### src/spg_ram.sv
// Generic single write, single read RAM with registered read data.
module spg_ram #(
  parameter int WIDTH = 8,
  parameter int DEPTH = 16
) (
  input  logic                     clk,
  input  logic                     we,
  input  logic [$clog2(DEPTH)-1:0] waddr,
  input  logic [WIDTH-1:0]         wdata,
  input  logic                     re,
  input  logic [$clog2(DEPTH)-1:0] raddr,
  output logic [WIDTH-1:0]         rdata
);

  logic [WIDTH-1:0] mem [DEPTH];

  // Write, and register the read word
  always_ff @(posedge clk) begin
    if (we) begin
      mem[waddr] <= wdata;
    end
    if (re) begin
      rdata <= mem[raddr];
    end
  end

endmodule

### config.mk
export PLATFORM = sky130hd
export DESIGN_NAME = spg_ram
export DESIGN_NICKNAME = d
export VERILOG_FILES = /design/src/spg_ram.sv
export SDC_FILE = /design/constraint.sdc
export NUM_CORES = 1
export LEC_CHECK = 0
export BUFFER_PORTS_ARGS = -buffer_cell sky130_fd_sc_hd__buf_2
export CORE_UTILIZATION = 55
export CTS_CLUSTER_SIZE = 10
export DETAILED_ROUTE_END_ITERATION = 6
export PLACE_DENSITY_LB_ADDON = 0.15
export SLEW_MARGIN = 15
export SYNTH_ARGS = -nofsm -noshare
export SYNTH_HDL_FRONTEND = slang
export SYNTH_SLANG_ARGS = --single-unit
export TNS_END_PERCENT = 20
### constraint.sdc
create_clock -name clk -period 3.7 [get_ports clk]
set_input_delay 0.37 -clock clk [delete_from_list [all_inputs] [get_ports clk]]
set_output_delay 0.37 -clock clk [all_outputs]
set_load 0.02 [all_outputs]
==> flow_metrics.tcl <==
set metrics [dict create \
    clock_sinks 136 \
    fin_tns_setup_ns 0 \
    tightest_slew_ns 1.01 \
    worstSetupPathType "input port to flip-flop" \
    antenna_found_initial 0 \
    peakVddDrop_mv 0.292 \
    holdPathStages 1 \
    wl_per_cell_um 23.0 \
    synth_area_per_cell_um2 22.8 \
    regArea_um2 4080 \
    cts_setup_buffers 0 \
    finClkSkew_ns 0.0110 \
    rsz0062_at_grt "false" \
    antenna_left 0 \
    dieWidth_um 99.5 \
    ys_ff_latch 136 \
    syn_area_um2 5230 \
    die_area_um2 9900 \
    synth_top_area_cell "edfxtp_1" \
    hold_buffers 0 \
    finalCritPeriodShare_pct 50.8 \
    place_congestion 0.701 \
    crit_fanout 20 \
    netlist_instances 229 \
    layout-drive-gt1-share_pct 28.0 \
    power.total_mw 3.60 \
    period_needed_ns 1.88 \
    slew_viol_final 0 \
    cp.required_ns 3.95 \
    start_util_pct 56.6 \
    min_from "re" \
    worstSetupStartpointType "input port" \
    die_h_um 99.5 \
    synth_cell_types 18 \
    maxCapViolations 0 \
    r2r_slack_ns 2.22 \
    routed_via_density 5.80 \
    setup_viol 0 \
    synthToLayoutAreaGrowth_pct 16.1 \
    fin_ws_ns 1.82 \
    syn_nets 248 \
    layout_commonest_cell "edfxtp_1" \
    yosysTopAreaCellShare_pct 78.1 \
    clkTransAtPathRegs_ns 0.06 \
    grtUsageTotal_pct 21.6 \
    port-buffer-count 26 \
    yosys-top-cells-area "edfxtp_1 78%, mux4_2 7.8%, mux4_1 7.0%, a22oi_1 2.3%, nor2_1 0.93%" \
    final_cell_mix "136 x edfxtp_1, 26 x buf_2, 18 x mux4_2, 16 x a22oi_1, 16 x clkbuf_16" \
    cts_buffers 17 \
    relSlewSlack_pct 32.1 \
    multiInputGateArea_um2 1060 \
    h-tree-depth 4 \
    rows 35 \
    preCtsSetupSlack_ns 1.25 \
    nets 288 \
    grt_pass1_vias 2468 \
    p_leak_nw 2.02 \
    fillers 592 \
    cts_tree "built" \
    yosysWarnings 0 \
    dr.pass1.iters 4 \
    rr_startpoint "mem[9][4]$_DFFE_PP_" \
    ff2ff_path_depth 3 \
    drtIter0Drc 185 \
    hold_end "rdata[1]$_DFFE_PP_" \
    clk_latency_ns 0.51 \
    grt_pass1_wl_um 14600 \
    coreArea_um2 9240 \
    overflow 0 \
    drcViolationCount 0 \
    ys_seq_area_share_pct 78.1 \
    power.density_nw_per_um2 592 \
    end_kind "flip-flop" \
    post_cts_resized 0 \
    hold_viol_final 0 \
    dp_hpwl_um 5830 \
    grt_max_degree 33 \
    max_freq_mhz 532 \
    root_buffer "clkbuf_8" \
    io_pins 27 \
    worstHoldPathType "input port to flip-flop" \
    status "completed" \
    antenna_cells 0 \
    clockBufferDepth 2 \
    routed_wl_um 9450 \
    vias 2383 \
    timing.rr.end "rdata[4]$_DFFE_PP_" \
    cp.arrival_ns 2.13 \
]
[layout make-up]
class	instances	share of cell area, %
clock buffer	19	6.95
clock inverter	13	2.95
sequential	136	67.3
multi-input combinational	83	17.4
timing repair buffer	31	2.76
tap	129	2.66
[worst max-delay path: stages]
cell	delay, ns
buf_2	0.34
buf_4	0.44
mux4_1	0.60
a22oi_1	0.28
nand2_1	0.09
[where the power goes]
part	internal, mW	total, mW	leakage, nW	switching [mW]
Clock	1.09	1.70	0.285	0.606
Sequential	1.74	1.75	1.24	0.00927
Combinational	0.0612	0.155	0.499	0.0934
[per-layer routing]
layer	track usage, %	wire length (um)	share of wire [%]	vias up
met5	0	0	0	-
li1	-	-	-	1063
met3	6.47	397	4.2	8
met1	30.5	4170	44	1244
met4	7.13	84	0.89	0
met2	32.8	4790	51	68
[cells in the mapped netlist, drive strengths merged]
| cell type | count |
|---|---|
| nand3b | 2 |
| nand2b | 2 |
| edfxtp | 136 |
| and2 | 1 |
| nor2 | 13 |
| mux4 | 32 |
| nand2 | 9 |
| a22oi | 16 |
| buf | 7 |
| or3b | 1 |
| nand3 | 1 |
| clkdlybuf4s25 | 3 |
| nor2b | 1 |
| and2b | 1 |
| nor3 | 4 |
[metrics by stage]
stage / std cells / instance area (um2) / hold slack [ns] / utilization (%)
2_1_floorplan: 229 / 5230 / 0.469 / -
3_3_place_gp: 379 / 5470 / 0.734 / 59.2
3_5_place_dp: 379 / 5470 / 0.745 / 59.2
4_1_cts: 411 / 6070 / 0.215 / 65.7
5_1_grt: 411 / 6070 / 0.217 / 65.7
6_report: 411 / 6070 / 0.233 / 65.7
[sequential cells by signal, indices dropped and copies added (netlist names)]
name,flops
mem,128
rdata,8
[worst max path at each step]
| stage | startpoint | to | slack [ns] | cells after the start |
|---|---|---|---|---|
| 5_1_grt | raddr[0] | rdata[4]$_DFFE_PP_ | 1.71 | 5 |
| 6_report | raddr[0] | rdata[4]$_DFFE_PP_ | 1.82 | 5 |
| 3_5_place_dp | raddr[0] | rdata[4]$_DFFE_PP_ | 1.25 | 5 |
| 3_3_place_gp | raddr[0] | rdata[4]$_DFFE_PP_ | 1.23 | 5 |
| 2_1_floorplan | waddr[2] | mem[0][0]$_DFFE_PP_ | 1.84 | 2 |
| 4_1_cts | raddr[0] | rdata[4]$_DFFE_PP_ | 1.79 | 5 |
[cell families (layout without fill, tap and decap cells)]
kind of cell    after synthesis  in the layout  synth area share [%]
simple gates                 35             35                  3.14
mux                          32             32                  14.8
flops                       136            136                  78.1
buf+inv                      10             63                  1.65
compound gates               16             16                  2.30
No activity file was read; power rests on OpenSTA's default activity.
