### config.mk
export PLATFORM = sky130hd
export DESIGN_NAME = spg_cell
export DESIGN_NICKNAME = d
export VERILOG_FILES = /design/src/spg_pkg.sv /design/src/spg_cell.sv
export SDC_FILE = /design/constraint.sdc
export NUM_CORES = 2
export LEC_CHECK = 0
export ABC_AREA = 1
export BUFFER_PORTS_ARGS = -buffer_cell sky130_fd_sc_hd__clkbuf_2
export CORE_MARGIN = 2
export CORE_UTILIZATION = 40
export CTS_BUF_LIST = sky130_fd_sc_hd__clkbuf_2
export CTS_CLUSTER_SIZE = 14
export DETAILED_ROUTE_END_ITERATION = 8
export GPL_ROUTABILITY_DRIVEN = 0
export PLACE_DENSITY = 0.54
export SLEW_MARGIN = 20
export SYNTH_ARGS = -nofsm -noshare
export SYNTH_HDL_FRONTEND = slang
export SYNTH_SLANG_ARGS = --single-unit
### constraint.sdc
create_clock -name clk -period 17.5 [get_ports clk]
set_input_delay 0.875 -clock clk [delete_from_list [all_inputs] [get_ports clk]]
set_output_delay 0.875 -clock clk [all_outputs]
set_load 0.03 [all_outputs]
### src/spg_pkg.sv
// Shared constants, types and codes for the spatial grid proximity block.
package spg_pkg;

  // Storage geometry
  localparam int MAX_CELLS      = 4096;
  localparam int CELL_BITS      = $clog2(MAX_CELLS);
  localparam int SLOTS_PER_CELL = 16;
  localparam int SLOT_BITS      = $clog2(SLOTS_PER_CELL);
  localparam int FILL_BITS      = $clog2(SLOTS_PER_CELL + 1);
  localparam int PT_ADDR_BITS   = CELL_BITS + SLOT_BITS;

  // Coordinate arithmetic
  localparam int COORD_BITS  = 16;
  localparam int POINT_BITS  = 3 * COORD_BITS;
  localparam int POS_BITS    = COORD_BITS + 2;   // doubled coordinate plus or minus reach
  localparam int MAG_BITS    = COORD_BITS + 2;   // positive offset from the doubled origin
  localparam int SIZE_BITS   = 16;
  localparam int DIVS_BITS   = SIZE_BITS + 1;    // doubled cell size
  localparam int RES_BITS    = 13;
  localparam int SQ_BITS     = 2 * COORD_BITS;
  localparam int DIST_BITS   = SQ_BITS + 2;
  localparam int CNT_BITS    = $clog2(MAG_BITS);

  // Candidate cell list of a check
  localparam int LIST_DEPTH  = 27;
  localparam int LIST_BITS   = $clog2(LIST_DEPTH + 1);

  // Port widths
  localparam int IN_DATA_BITS  = 10 * COORD_BITS;
  localparam int OUT_DATA_BITS = 8;
  localparam int CFG_IDX_BITS  = 3;

  typedef enum logic [1:0] {
    OP_INSERT   = 2'd0,
    OP_MIN_DIST = 2'd1,
    OP_TRIANGLE = 2'd2,
    OP_UNUSED   = 2'd3
  } op_t;

  typedef enum logic [CFG_IDX_BITS-1:0] {
    CFG_ORIGIN_X  = 3'd0,
    CFG_ORIGIN_Y  = 3'd1,
    CFG_ORIGIN_Z  = 3'd2,
    CFG_CELL_SIZE = 3'd3,
    CFG_RES_X     = 3'd4,
    CFG_RES_Y     = 3'd5,
    CFG_RES_Z     = 3'd6
  } cfg_idx_t;

  typedef struct packed {
    logic signed [COORD_BITS-1:0] origin_x;
    logic signed [COORD_BITS-1:0] origin_y;
    logic signed [COORD_BITS-1:0] origin_z;
    logic [SIZE_BITS-1:0]         cell_size;
    logic [RES_BITS-1:0]          res_x;
    logic [RES_BITS-1:0]          res_y;
    logic [RES_BITS-1:0]          res_z;
  } cfg_t;

  typedef struct packed {
    logic                 done;
    logic                 beyond;
    logic [CELL_BITS-1:0] cell_idx;
  } cu_result_t;

  typedef enum logic [2:0] {
    CU_IDLE,
    CU_DIV,
    CU_MUL,
    CU_MAC,
    CU_SUM
  } cu_state_t;

  typedef enum logic [3:0] {
    S_CLEAR,
    S_IDLE,
    S_CELL_GO,
    S_CELL_WAIT,
    S_FILL_RD,
    S_FILL_WAIT,
    S_PT_SQ,
    S_PT_CMP,
    S_NEXT,
    S_DONE
  } state_t;

endpackage

### src/spg_cell.sv
// Cell index unit: per-axis bit-serial division, clamping and linearisation.
module spg_cell (
  input  logic                                 clk,
  input  logic                                 rst,
  input  spg_pkg::cfg_t                        cfg,
  input  logic                                 start,
  input  logic signed [spg_pkg::POS_BITS-1:0]  pos [3],
  output spg_pkg::cu_result_t                  res
);
  import spg_pkg::*;

  cu_state_t state, state_next;

  logic signed [COORD_BITS-1:0] org [3];
  logic [RES_BITS-1:0]          rmax [3];
  logic [RES_BITS-1:0]          rx_eff, ry_eff;
  logic [DIVS_BITS-1:0]         dvs;

  logic [MAG_BITS-1:0]          dq  [3];
  logic [DIVS_BITS-1:0]         rem [3];
  logic                         neg [3];
  logic [CNT_BITS-1:0]          cnt;

  logic [RES_BITS-1:0]          idx [3];
  logic [RES_BITS-1:0]          ix, iz;
  logic [2*RES_BITS-1:0]        prod_y, rxy;
  logic [2*RES_BITS:0]          acc;
  logic [3*RES_BITS-1:0]        prod_z;
  logic [3*RES_BITS:0]          total;

  // Result registers
  logic                         done_q, beyond_q;
  logic [CELL_BITS-1:0]         cell_q;

  assign res = '{done: done_q, beyond: beyond_q, cell_idx: cell_q};

  // Effective configuration: zero size or resolution acts as one
  always_comb begin
    org[0] = cfg.origin_x;
    org[1] = cfg.origin_y;
    org[2] = cfg.origin_z;
    rmax[0] = (cfg.res_x == '0) ? '0 : cfg.res_x - RES_BITS'(1);
    rmax[1] = (cfg.res_y == '0) ? '0 : cfg.res_y - RES_BITS'(1);
    rmax[2] = (cfg.res_z == '0) ? '0 : cfg.res_z - RES_BITS'(1);
    rx_eff = (cfg.res_x == '0) ? RES_BITS'(1) : cfg.res_x;
    ry_eff = (cfg.res_y == '0) ? RES_BITS'(1) : cfg.res_y;
    dvs = {((cfg.cell_size == '0) ? SIZE_BITS'(1) : cfg.cell_size), 1'b0};
  end

  // Clamp each quotient to the grid
  always_comb begin
    logic [MAG_BITS-1:0] q;
    for (int k = 0; k < 3; k++) begin
      q = neg[k] ? '0 : dq[k];
      idx[k] = (q > MAG_BITS'(rmax[k])) ? rmax[k] : q[RES_BITS-1:0];
    end
  end

  assign total = (3*RES_BITS+1)'(prod_z) + (3*RES_BITS+1)'(acc);

  // Next state
  always_comb begin
    state_next = state;
    unique case (state)
      CU_IDLE: if (start) state_next = CU_DIV;
      CU_DIV:  if (cnt == CNT_BITS'(MAG_BITS - 1)) state_next = CU_MUL;
      CU_MUL:  state_next = CU_MAC;
      CU_MAC:  state_next = CU_SUM;
      CU_SUM:  state_next = CU_IDLE;
      default: state_next = CU_IDLE;
    endcase
  end

  always_ff @(posedge clk) begin
    if (rst) begin
      state <= CU_IDLE;
    end else begin
      state <= state_next;
    end
  end

  always_ff @(posedge clk) begin
    if (rst) begin
      done_q <= 1'b0;
    end else begin
      done_q <= (state == CU_SUM);
    end
  end

  // Datapath: load offsets, divide one bit a cycle, then linearise
  always_ff @(posedge clk) begin
    logic signed [POS_BITS:0] dlin;
    logic [DIVS_BITS:0]       tmp;
    logic [DIVS_BITS:0]       sub;
    logic                     ge;
    case (state)
      CU_IDLE: begin
        cnt <= '0;
        for (int k = 0; k < 3; k++) begin
          dlin = {pos[k][POS_BITS-1], pos[k]}
               - {{2{org[k][COORD_BITS-1]}}, org[k], 1'b0};
          neg[k] <= dlin[POS_BITS] || (dlin == '0);
          dq[k]  <= dlin[MAG_BITS-1:0];
          rem[k] <= '0;
        end
      end
      CU_DIV: begin
        cnt <= cnt + CNT_BITS'(1);
        for (int k = 0; k < 3; k++) begin
          tmp = {rem[k], dq[k][MAG_BITS-1]};
          sub = tmp - {1'b0, dvs};
          ge  = (tmp >= {1'b0, dvs});
          rem[k] <= ge ? sub[DIVS_BITS-1:0] : tmp[DIVS_BITS-1:0];
          dq[k]  <= {dq[k][MAG_BITS-2:0], ge};
        end
      end
      CU_MUL: begin
        ix     <= idx[0];
        iz     <= idx[2];
        prod_y <= idx[1] * rx_eff;
        rxy    <= rx_eff * ry_eff;
      end
      CU_MAC: begin
        acc    <= (2*RES_BITS+1)'(ix) + (2*RES_BITS+1)'(prod_y);
        prod_z <= iz * rxy;
      end
      CU_SUM: begin
        cell_q   <= total[CELL_BITS-1:0];
        beyond_q <= |total[3*RES_BITS:CELL_BITS];
      end
      default: ;
    endcase
  end

endmodule
==> out/results.tsv <==
stage	metric	value	unit
synth	ys_async_sr_fraction	0	
cts	htreeDepth	3	
final_layout	fin_util	0.432	
final_layout	multi_input_area	29300	µm²
die	fp.dieArea	109000	µm²
place	placed_area	44900	µm²
sta	tns	0	ns
worst_setup_path	critPathLaunchType	flop	
drt	first_pass_iters	6	
worst_setup_path	end_kind	flop	
cts	post_cts_resized	0	
final_layout	final_area	45700	µm²
final_layout	fillerInstances	10989	
grt	grt_max_degree	93	
cts	cts_buffers	77	
worst_setup_path	worst-setup-path-type	reg -> reg	
place	port_buffers	173	
cts	cts_setup_buffers	0	
drt	drc	0	
die	io_pins	174	
sta	fmaxAchievable	129	MHz
sta	slew_headroom	0.285	
die	start_util	0.404	
synth	syn-instance-count	5507	
worst_setup_path	crit_slowest_cell	edfxtp_1	
drt	viasPerCell	4.90	
drt	vias	34765	
synth	synth_warnings	0	
synth	synth.avg_cell_area	7.76	µm²
cts	cts.sinks	274	
sta	finalCritPeriodShare	0.442	
sta	rsz0062_at_grt	no	
sta	hold_viol	0	
cts	insertion_delay	1.07	ns
die	rows	119	
sta	setup_viol	0	
grt	grt_pass1_wl	187000	µm
synth	synthesis.area	42700	µm²
cts	clkTransAtPathRegs	0.09	ns
synth	synth_top_area_share	0.241	
synth	netlist_top_cells_count	nand2_1 (1371), inv_1 (1212), fa_1 (514)	
final_layout	instances_no_fill	7088	
grt	grt_usage	0.215	
die	coreArea	106000	µm²
synth	ys.flop_type	edfxtp_1	
worst_setup_path	cpMostUsedCell	nand2_1	
final_layout	seq_area	8190	µm²
sta	worst_pin_slew	1.07	ns
sta	fin_skew	0.122	ns
sta	report.final.slew_viol_count	0	
final_layout	drive_above_1_share	0.0743	
sta	fin_crit	7.74	ns
synth	syn-num-nets	6590	
final_layout	area_growth	6.90	%
final_layout	fin_nets	6719	
cts	cts_root_buf	clkbuf_2	
drt	ant_nets	0	
grt	grt_pass1_vias	35392	
synth	seq_area_frac_synth	0.192	
status	outcome	completed	
worst_setup_path	cp_slowest_stage_delay	1.06	ns
synth	synth_edf_count	270	
cts	tritoncts	done	
worst_setup_path	crit_required	18.22	ns
cts	cts_buffer_depth	3	
drt	detail_route.wl_per_cell	16.3	µm
synth	synth_cell_types	65	
synth	synthTopCellsByArea	fa_1 (24%), edfxtp_1 (19%), nand2_1 (12%)	
job	drv_cap	0	
worst_setup_path	crit_path_max_fanout	26	
worst_setup_path	critical_path_arrival	8.46	ns
drt	drt_iter0_drc	1976	
synth	synth_largest_area_cell	fa_1	
synth	synth_most_common_cell	nand2_1	
drt	wirelength	116000	µm
synth	synth-seq-cells	274	
place	dp_hpwl	95000	µm
worst_hold_path	hp-class	in -> reg	
grt	antenna_found_initial	8	
grt	grt_overflow_total	0	
die	dieHeight	331	µm
place	dp.cells	6946	
die	die_w	331	µm
registers in the layout, summed over array words and instances, names as in the netlist, 13 cells and up:
register  flops
rem          51
dq           54
iz           13
prod_y       26
prod_z       39
ix           13
acc          27
rxy          26
worst max-delay path: cells and delay by family, from the launching register on:
kind            cells  cell delay [ns]
fa+ha+maj           7             3.31
simple gates       12             1.49
flops               1             1.06
compound gates      5             0.74
buf+inv             6             0.67
xor+xnor            1             0.14
final timing paths:
| path | start | to | slack (ns) | cells after the start |
|---|---|---|---|---|
| hold reg to reg | state[0] | done_q | 0.54 | 1 |
| setup / recovery | neg[0][1] | prod_y[23] | 9.76 | 31 |
| setup reg to reg | neg[0][1] | prod_y[23] | 9.76 | 31 |
| hold / removal | start | state[0] | 0.19 | 3 |
stage by stage:
| step | hold slack [ns] | setup WS [ns] |
|---|---|---|
| final | 0.188 | 9.76 |
| after global routing | 0.110 | 9.20 |
| after CTS | 0.0240 | 9.79 |
| after detailed placement | 0.537 | 8.86 |
| after global placement | 0.529 | 9.03 |
| after floorplan | 0.442 | 10.02 |
timing repair:
item | in CTS | in global routing
setup endpoints to repair | 0 | 0
hold buffers | 2 | 0
hold endpoints to repair | 5 | 0
logic make-up after synthesis:
logic type	count (synthesis)	synth area share
simple gates	2117	0.204
buf+inv	1387	0.124
fa+ha+maj	923	0.360
compound gates	604	0.0789
flops	274	0.192
xor+xnor	202	0.0414
layout by cell type, fill, tap and decap left out, drive strengths merged, types with 2 or more instances in the layout:
cell	count
nor2	411
nand2	1399
bufinv	2
o21a	8
nor3b	3
dlygate4sd3	2
buf	30
nor4	23
o211ai	12
o31ai	4
o21bai	13
clkinv	26
a21oi	254
xnor2	71
diode	4
clkbuf	284
o22ai	2
inv	1229
o2111ai	3
xor2	131
or2	8
nand4	47
edfxtp	270
dfxtp	4
nand3b	13
ha	409
a211oi	3
fa	514
nor3	50
o21ai	234
a21boi	12
nand3	160
a21o	23
a31oi	26
cell type report:
type | instances | share of cell area
Inverter | 1232 | 0.101
Sequential cell | 274 | 0.179
Multi-Input combinational cell | 3846 | 0.641
Antenna cell | 4 | 0.000219
Timing Repair Buffer | 205 | 0.0243
Tap cell | 1391 | 0.0381
Clock inverter | 25 | 0.00361
Clock buffer | 111 | 0.0122
metal layers:
layer | track usage | vias up | wire length [µm]
li1 | - | 17311 | -
met1 | 0.302 | 16573 | 55300
met2 | 0.357 | 731 | 53200
met3 | 0.0223 | 146 | 4830
met4 | 0.0531 | 4 | 2480
met5 | 0 | - | 27
Power is not shown: default switching activity piles up to over one toggle a cycle in this logic, so the estimate is an artifact.
